## config.mk

```make
export PLATFORM = sky130hd
export DESIGN_NAME = taag_div
export DESIGN_NICKNAME = d
export VERILOG_FILES = /design/src/rtl/taag_pkg.sv /design/src/rtl/taag_div.sv
export SDC_FILE = /design/constraint.sdc
export NUM_CORES = 1
export LEC_CHECK = 0
export BUFFER_PORTS_ARGS = -buffer_cell sky130_fd_sc_hd__clkbuf_2
export CORE_MARGIN = 2
export CORE_UTILIZATION = 56
export CTS_CLUSTER_DIAMETER = 200
export DETAILED_ROUTE_END_ITERATION = 12
export PLACE_DENSITY = 0.76
export SYNTH_ARGS = -nofsm -noshare
export SYNTH_HDL_FRONTEND = slang
export SYNTH_SLANG_ARGS = --single-unit
```

## constraint.sdc

```tcl
create_clock -name i_clk -period 3.3 [get_ports i_clk]
set_input_delay 0.99 -clock i_clk [delete_from_list [all_inputs] [get_ports i_clk]]
set_output_delay 0.99 -clock i_clk [all_outputs]
set_load 0.03 [all_outputs]
```

## src/rtl/taag_pkg.sv

```systemverilog
// shared widths, register indexes and the configuration bundle of the tiled address generator
package taag_pkg;

    localparam int AXIS_POINTS_DEF = 4096;
    localparam int MAX_AXES_DEF    = 4;
    localparam int NUM_AXES        = 4;
    localparam int LEN_W           = 13;
    localparam int AXC_W           = 3;
    localparam int ADDR_W          = 48;
    localparam int HALF_W          = ADDR_W / 2;
    localparam int CFG_IDX_W       = 3;

    typedef enum logic [CFG_IDX_W-1:0] {
        REG_AXIS_COUNT = 3'd0,
        REG_TILE_LEN_X = 3'd1,
        REG_TILE_LEN_Y = 3'd2,
        REG_TILE_LEN_Z = 3'd3,
        REG_TILE_LEN_W = 3'd4,
        REG_TILES_X    = 3'd5,
        REG_TILES_Y    = 3'd6,
        REG_TILES_Z    = 3'd7
    } t_reg_idx;

    typedef struct packed {
        logic [NUM_AXES-1:0]            axis_on;
        logic [NUM_AXES-1:0][LEN_W-1:0] len;
        logic [LEN_W-1:0]               wo1;
        logic [2*LEN_W-1:0]             wo2;
        logic [3*LEN_W-1:0]             wo3;
        logic [LEN_W-1:0]               wt1;
        logic [2*LEN_W-1:0]             wt2;
        logic [3*LEN_W-1:0]             wt3;
        logic [ADDR_W-1:0]              vol;
    } t_cfg;

endpackage

```

## src/rtl/taag_div.sv

```systemverilog
// pipelined restoring divider for one axis, one quotient bit per stage
module taag_div
    import taag_pkg::*;
#(
    parameter int COORD_W = 12
) (
    input  logic               i_clk,
    input  logic [COORD_W-1:0] i_coord,
    input  logic [LEN_W-1:0]   i_div,
    output logic [COORD_W-1:0] o_quot,
    output logic [LEN_W-1:0]   o_rem
);

    logic [COORD_W-1:0][LEN_W-1:0]   r_rem;
    logic [COORD_W-1:0][COORD_W-1:0] r_dq;

    for (genvar k = 0; k < COORD_W; k++) begin : g_step
        logic [LEN_W-1:0]   cur_rem;
        logic [COORD_W-1:0] cur_dq;
        logic [LEN_W:0]     trial;
        logic               ge;
        logic [COORD_W:0]   shifted;
        logic [LEN_W:0]     diff;

        if (k == 0) begin : g_first
            assign cur_rem = '0;
            assign cur_dq  = i_coord;
        end else begin : g_next
            assign cur_rem = r_rem[k-1];
            assign cur_dq  = r_dq[k-1];
        end

        assign trial   = {cur_rem, cur_dq[COORD_W-1]};
        assign ge      = trial >= {1'b0, i_div};
        assign diff    = trial - {1'b0, i_div};
        assign shifted = {cur_dq, ge};

        always_ff @(posedge i_clk) begin
            r_rem[k] <= ge ? diff[LEN_W-1:0] : trial[LEN_W-1:0];
            r_dq[k]  <= shifted[COORD_W-1:0];
        end
    end

    assign o_quot = r_dq[COORD_W-1];
    assign o_rem  = r_rem[COORD_W-1];

endmodule

```

; Word-level counts from Yosys, hierarchy flattened
; Cells that the tools add are included.
[classes]
multipliers = 0
n_addsub = 12
n_eq_ne = 0
n_lt_le_gt_ge = 12
bitwise_logic = 0
reduce_logical = 0
shifts = 0
mux = 12
div_mod_pow = 0
[op_table]
columns = op, count
row1 = 14-bit by 13-bit >= comparator with 1-bit output, 11
row2 = 13-bit two-way mux, 11
row3 = 13-bit subtractor, 11
row4 = 1-bit by 13-bit >= comparator with 1-bit output, 1
row5 = 1-bit by 13-bit subtractor with 13-bit output, 1
row6 = 1-bit two-way mux, 1
[totals]
register_bits = 300
latch_bits = 0
ram_bits = 0
output_inout_bits = 25
n_memories = 0
mem_bits_ro = 0
inputBits = 26

; Depth between registers and ports, before layout
[depth]
depth_word = 2
depth_mapped = 11
mapped_depth_nobuf = 10

; Worst setup path before layout
; Ideal clock, no wire load.
[synth_path]
kind = input port to flip-flop
startpoint = in i_div[2]
endpoint = reg r_rem (netlist bit g_step[3].cur_rem[11])
path_buffers = 1
arrival_time_ns = 3.308
path_stages = 10
path_slack_ns = -0.129
t_required_ns = 3.179
path_cell_list = inv_1 -> ha_1 -> nor2b_1 -> o21ai_2 -> a21oi_1 -> a211oi_2 -> o211ai_1 -> a311oi_4 -> buf_6 -> mux2_2
[synth_via]
elab_chain_cells = 2
elab_cells_between_ends = 3
classes_between = add/sub (1) / order compare (1) / mux (1)
[synth_rtl]
columns = element, line
row1 = start: declaration, taag_div.sv:9  ; input logic [LEN_W-1:0] i_div,
row2 = 13-bit subtractor / 14-bit by 13-bit >= comparator with 1-bit output (equally long branches), "taag_div.sv:35, taag_div.sv:34"
row3 = 13-bit two-way mux (*), taag_div.sv:39  ; r_rem[k] <= ge ? diff[LEN_W-1:0] : trial[LEN_W-1:0];
row4 = end signal: indexed assignment, taag_div.sv:39
row5 = end: declaration, taag_div.sv:14  ; logic [COORD_W-1:0][LEN_W-1:0] r_rem;
; Mark *: on every way between the ends. The rest lies on a longest branch, timed or not.
; A chain may end at the register's enable or synchronous reset.

; Final worst setup path
[layout_path]
startpoint = in i_div[0]
endpoint = reg r_rem (netlist bit g_step[2].cur_rem[7])
; Same word-level chain as after synthesis.

==> impl_metrics.toml <==
[routing]
first_pass_iters = 5
drc = 0
wl_um = 35000
avgRoutedWirePerCell_um = 16.9
vias = 11600
drtIter0Drc = 600
routed_via_density = 5.60
detail-route-antenna-nets = 0

[floorplanning]
fp.dieArea_sq_um = 27500
num_rows = 59
fp.coreArea_sq_um = 25800
ios = 51
die_h_um = 166
start_util = 0.567
die_w_um = 166

[power_and_ir_drop]
total_power_mw = 12.3
vdd_drop_max_mv = 0.600
power.density_nw_per_um2 = 669
p_leak_nw = 8.83

[critical_path]
critPathArrivalTime_ns = 3.57
endpoint_kind = "flip-flop"
worstSetupPathType = "in -> reg"
crit_required_ns = 3.74
startpoint_type = "input port"
path_max_fanout = 13

[clock_tree]
cts-resized-gates = 0
cts_root_buffer = "clkbuf_16"
cts_hold_buf = 0
clk_pin_slew_ns = 0.06
clock_latency_ns = 0.56
post_cts.repair.setup_buffers = 0
clk_path_buf_depth = 3
cts.sinks = 300
cts_tree = "built"
cts_buffers = 31
htreeDepth = 1

[placed_design]
place_inst = 2011
dp_slack_ns = -0.423
place_hpwl_um = 26500
gp_congestion = 0.920
dpl_cell_area_sq_um = 17200
io_buffers = 50

[synthesis]
synth_commonest_cells = "dfxtp_1 (300), ha_1 (145), nor2_1 (75), a21oi_1 (67)"
syn_inst = 1408
yosysTopAreaCellShare = 0.410
synth_largest_area_cell = "dfxtp_1"
syn_avg_cell_area_sq_um = 10.4
yosys-top-cells-area = "dfxtp_1 (41%), ha_1 (12%), mux2_2 (4.8%)"
syn_nets = 1590
synth-main-ff-cell = "dfxtp_1"
synth-seq-cells = 300
synthArstFlopShare = 0
synth_most_common_cell = "dfxtp_1"
synth_warnings = 0
syn_area_sq_um = 14600
yosys.cell_types.count = 71
seq_area_frac_synth = 0.410
synth_edf_count = 0

[sta]
slew_viol_final = 0
finalCritPeriodShare = 0.947
clock_skew_ns = 0.0108
final_hold_viol_count = 0
rsz0062_at_grt = "false"
slew_headroom = 0.616
tightestPinTransition_ns = 0.570
period_needed_ns = 3.13
max_freq_mhz = 320
setup_viol = 0
layout_setup_ws_ns = 0.173

[flow_run]
cap_violations = 0

[min_path]
min_path_type = "reg -> reg"

[grt]
grt_max_degree = 15
grt_pass1_vias = 11800
antenna_found_initial = 0
grt.total_usage = 0.250
grt.overflow.total = 0
grt_pass1_wl_um = 56700

[finish]
finalInstanceArea_sq_um = 18300
diodes = 0
syn_to_final_growth_pct = 25.3
final_core_util = 0.710
drive_above_1_share = 0.257
fillers = 1891
final_nets = 1893
final_cells = 2070

[run_status]
status = "completed"
## area by class of cell
cell class	instances	area (sq um)	area share
Tap cell	335	419	0.0228
Sequential cell	300	6010	0.327
Multi-Input combinational cell	1022	8330	0.454
Clock inverter	17	256	0.0140
Timing Repair Buffer	290	2190	0.119
Inverter	66	259	0.0141
Clock buffer	40	880	0.0480
## final timing paths
path	startpoint	endpoint	slack [ns]	cells past startpoint
min	g_step[5].cur_dq[10]	g_step[6].cur_dq[11]	0.32	0
max	i_div[0]	g_step[2].cur_rem[7]	0.17	12
min reg2reg	g_step[5].cur_dq[10]	g_step[6].cur_dq[11]	0.32	0
max reg2reg	g_step[4].cur_dq[11]	g_step[5].cur_rem[6]	0.62	11
## critical path: stages
cell      delay (ns)
clkbuf_2        0.30
buf_4           0.19
ha_1            0.18
fa_1            0.20
nor2b_1         0.06
o31a_1          0.26
o21ai_1         0.26
o211ai_1        0.15
a21oi_1         0.22
o21a_1          0.21
buf_12          0.15
mux2_2          0.35
## layout by cell type (no fill, tap or decap), types with 8 or more instances in the layout
master / synthesis / final
a211oi_1: 12 / 12
a21boi_0: 9 / 9
a21o_1: 43 / 43
a21oi_1: 67 / 67
and3_1: 11 / 11
buf_12: 0 / 11
buf_4: 2 / 229
clkbuf_16: 0 / 31
clkbuf_2: 1 / 50
dfxtp_1: 300 / 300
fa_1: 11 / 11
ha_1: 145 / 143
inv_1: 63 / 60
mux2_1: 53 / 53
mux2_2: 63 / 63
mux2i_1: 31 / 31
nand2_1: 61 / 61
nand2b_1: 16 / 16
nand3_1: 14 / 14
nand4_1: 23 / 23
nor2_1: 75 / 75
nor2b_1: 28 / 28
nor3_1: 47 / 47
o211ai_1: 11 / 11
o21a_1: 23 / 23
o21ai_0: 52 / 52
o21ai_1: 13 / 12
o31a_1: 8 / 8
xnor2_1: 59 / 59
xor2_1: 36 / 36
## metal layers
layer	vias to the layer above	part of all wire	global-route usage
met3	111	0.043	0.0368
met2	277	0.50	0.463
li1	5717	-	-
met4	0	0.046	0.110
met5	-	0	0
met1	5490	0.41	0.285
## state kept, by name, summed over array words and instances (netlist names)
register / flops
g_step.cur_dq: 132
o_quot: 12
o_rem: 13
g_step.cur_rem: 143
## where the power goes
part	internal, mW	switching [mW]	total [mW]
combinational	2.09	2.08	4.17
clock	2.35	1.44	3.79
sequential	4.08	0.231	4.31
## stage by stage
stage | setup TNS (ns) | hold WS (ns)
2_1_floorplan | -0.282 | 0.310
3_3_place_gp | -29.65 | 0.310
3_5_place_dp | -39.06 | 0.312
4_1_cts | 0 | 0.324
5_1_grt | 0 | 0.328
6_report | 0 | 0.324
## cells by family after synthesis
family	share of synthesized area
AO/OA/AOI/OAI	0.144
XOR/XNOR	0.0568
adder cells (fa/ha/maj)	0.139
buffers and inverters	0.0242
flip-flops	0.410
multiplexers	0.110
AND/OR/NAND/NOR	0.116
(Power assumes the default switching activity.)
