===== src/rtl/taag_pkg.sv =====
// shared widths, register indexes and the configuration bundle of the tiled address generator
package taag_pkg;

    localparam int AXIS_POINTS_DEF = 4096;
    localparam int MAX_AXES_DEF    = 4;
    localparam int NUM_AXES        = 4;
    localparam int LEN_W           = 13;
    localparam int AXC_W           = 3;
    localparam int ADDR_W          = 48;
    localparam int HALF_W          = ADDR_W / 2;
    localparam int CFG_IDX_W       = 3;

    typedef enum logic [CFG_IDX_W-1:0] {
        REG_AXIS_COUNT = 3'd0,
        REG_TILE_LEN_X = 3'd1,
        REG_TILE_LEN_Y = 3'd2,
        REG_TILE_LEN_Z = 3'd3,
        REG_TILE_LEN_W = 3'd4,
        REG_TILES_X    = 3'd5,
        REG_TILES_Y    = 3'd6,
        REG_TILES_Z    = 3'd7
    } t_reg_idx;

    typedef struct packed {
        logic [NUM_AXES-1:0]            axis_on;
        logic [NUM_AXES-1:0][LEN_W-1:0] len;
        logic [LEN_W-1:0]               wo1;
        logic [2*LEN_W-1:0]             wo2;
        logic [3*LEN_W-1:0]             wo3;
        logic [LEN_W-1:0]               wt1;
        logic [2*LEN_W-1:0]             wt2;
        logic [3*LEN_W-1:0]             wt3;
        logic [ADDR_W-1:0]              vol;
    } t_cfg;

endpackage


===== src/rtl/taag_cfg.sv =====
// configuration registers and the registered radix weights derived from them
module taag_cfg
    import taag_pkg::*;
#(
    parameter int MAX_AXES = MAX_AXES_DEF
) (
    input  logic                 i_clk,
    input  logic                 i_rst_n,
    input  logic                 i_cfg_valid,
    input  logic [CFG_IDX_W-1:0] i_cfg_index,
    input  logic [LEN_W-1:0]     i_cfg_data,
    output t_cfg                 o_cfg
);

    localparam logic [AXC_W-1:0] MAXA = AXC_W'(MAX_AXES);
    localparam logic [AXC_W-1:0] MINA = AXC_W'(2);

    logic [AXC_W-1:0] r_axc;
    logic [NUM_AXES-1:0][LEN_W-1:0] r_len;
    logic [NUM_AXES-2:0][LEN_W-1:0] r_cnt;

    logic [AXC_W-1:0] axn;
    logic [NUM_AXES-1:0][LEN_W-1:0] len;
    logic [NUM_AXES-2:0][LEN_W-1:0] cnt;
    logic [NUM_AXES-1:0] on;

    logic [LEN_W-1:0]   r_l0, r_c0, r_l2, r_c2;
    logic [2*LEN_W-1:0] r_l01, r_l23, r_c01;
    logic [3*LEN_W-1:0] r_q3, r_p3;
    logic [ADDR_W-1:0]  r_vol;
    logic [2*LEN_W-1:0] l01, l23, c01;
    logic [3*LEN_W-1:0] q3, p3;
    logic [4*LEN_W-1:0] vol;

    always_ff @(posedge i_clk) begin
        if (!i_rst_n) begin
            r_axc <= AXC_W'(2);
            r_len <= {NUM_AXES{LEN_W'(1)}};
            r_cnt <= {(NUM_AXES-1){LEN_W'(1)}};
        end else if (i_cfg_valid) begin
            case (t_reg_idx'(i_cfg_index))
                REG_AXIS_COUNT: r_axc    <= i_cfg_data[AXC_W-1:0];
                REG_TILE_LEN_X: r_len[0] <= i_cfg_data;
                REG_TILE_LEN_Y: r_len[1] <= i_cfg_data;
                REG_TILE_LEN_Z: r_len[2] <= i_cfg_data;
                REG_TILE_LEN_W: r_len[3] <= i_cfg_data;
                REG_TILES_X:    r_cnt[0] <= i_cfg_data;
                REG_TILES_Y:    r_cnt[1] <= i_cfg_data;
                REG_TILES_Z:    r_cnt[2] <= i_cfg_data;
                default: ;
            endcase
        end
    end

    always_comb begin
        if (r_axc < MINA) begin
            axn = MINA;
        end else if (r_axc > MAXA) begin
            axn = MAXA;
        end else begin
            axn = r_axc;
        end
        for (int k = 0; k < NUM_AXES; k++) begin
            on[k]  = AXC_W'(k) < axn;
            len[k] = (!on[k] || r_len[k] == '0) ? LEN_W'(1) : r_len[k];
        end
        // tile count of the last used axis and above no longer matters
        for (int k = 0; k < NUM_AXES - 1; k++) begin
            cnt[k] = (AXC_W'(k + 1) >= axn) ? LEN_W'(1) : r_cnt[k];
        end
    end

    assign l01 = len[0] * len[1];
    assign l23 = len[2] * len[3];
    assign c01 = cnt[0] * cnt[1];
    assign q3  = r_l01 * r_l2;
    assign p3  = r_c01 * r_c2;
    assign vol = r_l01 * r_l23;

    always_ff @(posedge i_clk) begin
        r_l0  <= len[0];
        r_l2  <= len[2];
        r_c0  <= cnt[0];
        r_c2  <= cnt[2];
        r_l01 <= l01;
        r_l23 <= l23;
        r_c01 <= c01;
        r_q3  <= q3;
        r_p3  <= p3;
        r_vol <= ADDR_W'(vol);
    end

    assign o_cfg.axis_on = on;
    assign o_cfg.len     = len;
    assign o_cfg.wo1     = r_l0;
    assign o_cfg.wo2     = r_l01;
    assign o_cfg.wo3     = r_q3;
    assign o_cfg.wt1     = r_c0;
    assign o_cfg.wt2     = r_c01;
    assign o_cfg.wt3     = r_p3;
    assign o_cfg.vol     = r_vol;

endmodule


===== config.mk =====
export PLATFORM = sky130hd
export DESIGN_NAME = taag_cfg
export DESIGN_NICKNAME = d
export VERILOG_FILES = /design/src/rtl/taag_pkg.sv /design/src/rtl/taag_cfg.sv
export SDC_FILE = /design/constraint.sdc
export NUM_CORES = 2
export LEC_CHECK = 0
export BUFFER_PORTS_ARGS = -buffer_cell sky130_fd_sc_hd__buf_2
export CAP_MARGIN = 10
export CORE_MARGIN = 2
export CORE_UTILIZATION = 70
export CTS_CLUSTER_DIAMETER = 100
export CTS_CLUSTER_SIZE = 28
export DETAILED_ROUTE_END_ITERATION = 10
export PLACE_DENSITY = 0.95
export SETUP_SLACK_MARGIN = 0.05
export SYNTH_ARGS = -nofsm -noshare
export SYNTH_HDL_FRONTEND = slang
export SYNTH_SLANG_ARGS = --single-unit

===== constraint.sdc =====
create_clock -name i_clk -period 19.2 [get_ports i_clk]
set_input_delay 3.84 -clock i_clk [delete_from_list [all_inputs] [get_ports i_clk]]
set_output_delay 3.84 -clock i_clk [all_outputs]
set_load 0.01 [all_outputs]

Yosys cells after proc, flatten, opt, wreduce, memory -nomap -nowiden
Cells that the tools add are included.

Register bits after elaboration: 350. Input port bits: 19.

Multipliers: 6. $lt $le $gt $ge: 9. Equal/unequal tests: 7. Multiplexer cells: 8. Reductions and logical operators: 21.

Operators with widths (count): multiplier 13 x 13 -> 26 bit (3); multiplier 26 x 13 -> 39 bit (2); 2-to-1 mux 13 bit (6); logical NOT 13 bit (4); multiplier 26 x 26 -> 48 bit (1); AND reduction 2 bit (8); == test 3 bit, second input constant (4); == test 3 x 2 -> 1 bit, second input constant (2); >= comparator 2 x 3 -> 1 bit, first input constant (2); < comparator 1 x 3 -> 1 bit, first input constant (2); < comparator 2 x 3 -> 1 bit, first input constant (2); 2-to-1 mux 3 bit (2); logical NOT 1 bit (4); logical OR 1 bit (4); == test 3 x 1 -> 1 bit, second input constant (1); >= comparator 1 x 3 -> 1 bit, first input constant (1); > comparator 3 bit, second input constant (1); logical NOT 3 bit (1); < comparator 3 x 2 -> 1 bit, second input constant (1).

Logic depth before layout (Yosys ltp)
Depth after elaboration: 8. Depth in mapped cells: 28.

Worst setup path before layout
OpenSTA, ideal clock, no wires.

Path kind: register -> register. Start point: register r_l01[12]. End point: register r_vol[33]. Library setup time: 0.072 ns. Arrival time: 6.804 ns. Data required time: 19.128 ns. Path slack: 12.324 ns. Stages on the path, launching flop included: 26. Buffers on the path: 2. Clock period less this slack: 6.876 ns. Cell sequence: dfxtp_1 -> clkbuf_1 -> clkbuf_1 -> nand2_1 -> fa_1 -> inv_1 -> fa_1 -> inv_1 -> fa_1 -> inv_1 -> fa_1 -> inv_1 -> fa_1 -> fa_1 -> inv_1 -> fa_1 -> ha_1 -> a2111oi_0 -> o211a_1 -> nor2b_1 -> o2111ai_1 -> a31oi_1 -> nor2b_1 -> a311o_1 -> a21oi_1 -> xnor2_1.

Longest elaborated chain between the ends: 1.

Ends and longest elaborated chain: from (decl) (RTL line taag_cfg.sv:28) `logic [2*LEN_W-1:0] r_l01, r_l23, r_c01;`; from (signal assigned) (RTL line taag_cfg.sv:85) `r_l01 <= l01;`; multiplier 26 x 26 -> 48 bit (RTL line taag_cfg.sv:78) `assign vol = r_l01 * r_l23;`; via vol[33] (RTL line taag_cfg.sv:33) `logic [4*LEN_W-1:0] vol;`; to (signal assigned) (RTL line taag_cfg.sv:90) `r_vol <= ADDR_W'(vol);`; to (decl) (RTL line taag_cfg.sv:30) `logic [ADDR_W-1:0] r_vol;`.

The timed path passes the listed nets, and every way through them passes these cells. A chain may end at the register's enable or synchronous reset.

Worst setup path in the final report
Start point: register r_l23[11]. End point: register r_vol[33].

Longest elaborated chain between the ends: 1.

Ends and longest elaborated chain: from (decl) (RTL line taag_cfg.sv:28); from (signal assigned) (RTL line taag_cfg.sv:86) `r_l23 <= l23;`; multiplier 26 x 26 -> 48 bit (RTL line taag_cfg.sv:78); via vol[33] (RTL line taag_cfg.sv:33).

The timed path passes the listed nets, and every way through them passes these cells.

==> run metrics <==
CTS root buffer clkbuf_16; R2R depth 23; initial antenna violation count 6; Worst Setup Path Type flip-flop to flip-flop; CTS tree done; nets 9460; share of cells above drive strength 1 0.0522; vias per cell 6.00; DP HPWL 139000 microns; power density over the cells 21.2 nW/um^2; Tightest Pin Transition 1380 ps; FF-to-FF End r_vol[33]; Placement Cell Area 68800 sq um; fin util 0.734; Reg clk slew, reported paths 110 ps; Initial Util 0.706; P&R area growth vs syn 4.07%; placed cells 8668; fmax 119 MHz; Routed WL 182000 microns; vias in the first global route 58100; Crit Reg-Reg Startpoint r_l23[11]; Slew HR 0.0788; Syn Inst Count 7495; Overall Global Routing Usage 0.384; Avg Inst Size Synth 8.95 sq um; LEAKAGE 35.4 nW; Fin Setup TNS 0 ps; Max Root-Sink Buffers 3; Period Utilization, post-route 0.437; first-pass GRT wire length 297000 microns; synthesized area 67100 sq um; worst clock skew 55.3 ps; CP Max Fanout 26; Final ANT Viol Nets 0; FF-to-FF setup slack 10800 ps; commonest cells after routing, fill and taps aside 1608 x inv_1, 1460 x fa_1, 1355 x nand2_1, 637 x and2_1, 547 x ha_1; Cell Rows 113; CP required 19770 ps; fillcell total 6267; max-slew violations 0; count of hold-fix buffers inserted at cts 0; pin count of the biggest net entering global routing 106; Chip Height 314 microns; Critical Path Sink Type flip-flop; Main synth FF type dfxtp_1; crit path to r_vol[33]; GRT Residual Overflow 0; Tot Pwr 0.00148 W; Hold Crit Class flip-flop to flip-flop; Post-synth EDFFs 0; Worst Setup SP r_l23[11]; # resized after CTS 0; Die W 314 microns; I/O pins 279; htree depth 1; crit path launch type flip-flop; Max Cap Viol 0; Final Cell Area 69800 sq um; outcome complete, no violations; final-report setup violation count 0; Die ar. 98300 sq um; worst skew pair latency 680 ps; CORE AREA 95000 sq um; mean routed wirelength per cell 20.8 microns; flops & latches, synth 350; Synth cell types 75; DR iter-0 viols 5543; VDD IR max 0.0000587 V; min cycle time layout 8400 ps; DRC viols 0; GPL Wtd Cong 1.01; Worst EP arrival 8960 ps; commonest non-fill, non-tap cell in the layout inv_1; asr flop ratio synth 0; CTS Sinks 350; post-synthesis sequential area ratio 0.104; IO Port Bufs 276; RSZ-0062 raised after global routing false; Non-Filler Instances 8717; setup bufs post-CTS 0; drt first pass iters 9; DR vias 52300; Synth Warn # 0; final hold vios 0; CTS Buf Count 25
## sequential cells by signal (all words and copies together), names as in the netlist
signal,cells
r_c01,26
r_axc,3
r_cnt,39
r_q3,39
r_c0,13
r_p3,39
r_l2,13
r_c2,13
r_l0,13
r_l23,26
r_l01,26
r_vol,48
r_len,52
## synthesized netlist by cell type, drive strengths merged, types with 5 or more instances
| library cell | number | area, sq um |
|---|---|---|
| or3 | 12 | 75.1 |
| nand3 | 41 | 205 |
| clkinv | 9 | 33.8 |
| or2 | 7 | 43.8 |
| o21ai | 69 | 349 |
| nor4 | 10 | 62.6 |
| o21bai | 30 | 225 |
| a21boi | 89 | 672 |
| nor3 | 41 | 210 |
| and3 | 91 | 574 |
| nor2b | 22 | 138 |
| nand2 | 1356 | 5090 |
| nand2b | 19 | 119 |
| ha | 547 | 6840 |
| a31o | 5 | 43.8 |
| and4 | 5 | 43.8 |
| a31oi | 12 | 75.1 |
| fa | 1460 | 29200 |
| dfxtp | 350 | 7010 |
| o211ai | 9 | 67.6 |
| xnor2 | 127 | 1110 |
| and2 | 638 | 3990 |
| o31ai | 6 | 45.0 |
| a311o | 5 | 50.1 |
| clkbuf | 405 | 1520 |
| a21oi | 139 | 699 |
| a211o | 6 | 52.6 |
| nand4 | 9 | 56.3 |
| inv | 1608 | 6040 |
| nor2 | 151 | 567 |
| o31a | 5 | 43.8 |
| xor2 | 44 | 385 |
| o21a | 22 | 165 |
| a221oi | 6 | 65.1 |
| a21o | 71 | 533 |
| a211oi | 18 | 135 |
## logic make-up after synthesis
logic type | count (synthesis) | share of synthesized area
compound gates | 526 | 0.0534
xor+xnor | 171 | 0.0223
fa+ha+maj | 2007 | 0.538
buf+inv | 2026 | 0.114
flops | 350 | 0.104
mux | 4 | 0.000597
other cells | 1 | 0.0000559
simple gates | 2410 | 0.168
## cell type report
type / count / area, sq um / share of cell area
multi-input combinational: 5120 / 52400 / 0.751
sequential: 350 / 7010 / 0.100
inverter: 1617 / 6070 / 0.0870
timing repair buffer: 320 / 1790 / 0.0257
tap: 1265 / 1580 / 0.0227
clock buffer: 25 / 626 / 0.00896
clock inverter: 17 / 265 / 0.00380
antenna: 3 / 7.51 / 0.000108
## through the flow
| stage | setup WS, ps | hold WS, ps |
|---|---|---|
| 2_1_floorplan | 12320 | 411 |
| 3_3_place_gp | 11310 | 443 |
| 3_5_place_dp | 11140 | 455 |
| 4_1_cts | 11050 | 470 |
| 5_1_grt | 10300 | 499 |
| 6_report | 10800 | 470 |
## how the worst min path moves through the flow
stage,startpoint,end,depth (start not counted)
after CTS,r_cnt[27],r_cnt[27],2
after floorplan,r_cnt[26],r_c2[0],1
after global routing,r_cnt[29],r_cnt[29],2
final,r_cnt[37],r_cnt[37],2
after detailed placement,r_cnt[27],r_cnt[27],2
after global placement,r_cnt[13],r_cnt[13],2
## report_power, final
part | total (W) | internal, W | switching [W]
clock | 0.000602 | 0.000261 | 0.000341
combinational | 0.000117 | 0.0000361 | 0.0000810
sequential | 0.000757 | 0.000738 | 0.0000195
total | 0.00148 | 0.00104 | 0.000441
## metal layers
layer / global-route usage / part of all wire
met5: 0 / 0
met4: 0.226 / 0.069
met3: 0.107 / 0.13
met2: 0.631 / 0.47
met1: 0.455 / 0.33
## critical path: stages (launching register included)
cell,delay (ps)
dfxtp_1,1250
nand2_1,230
fa_1,600
inv_1,70
fa_1,530
inv_1,50
fa_1,500
inv_1,60
fa_1,520
inv_1,50
fa_1,390
fa_1,510
inv_1,50
fa_1,450
ha_1,360
a2111oi_0,510
o211a_1,250
nor2b_1,140
o2111ai_1,470
a31oi_1,500
nor2b_1,160
a311o_1,370
a21oi_1,180
xnor2_1,140
No activity file was read; power rests on OpenSTA's default activity.
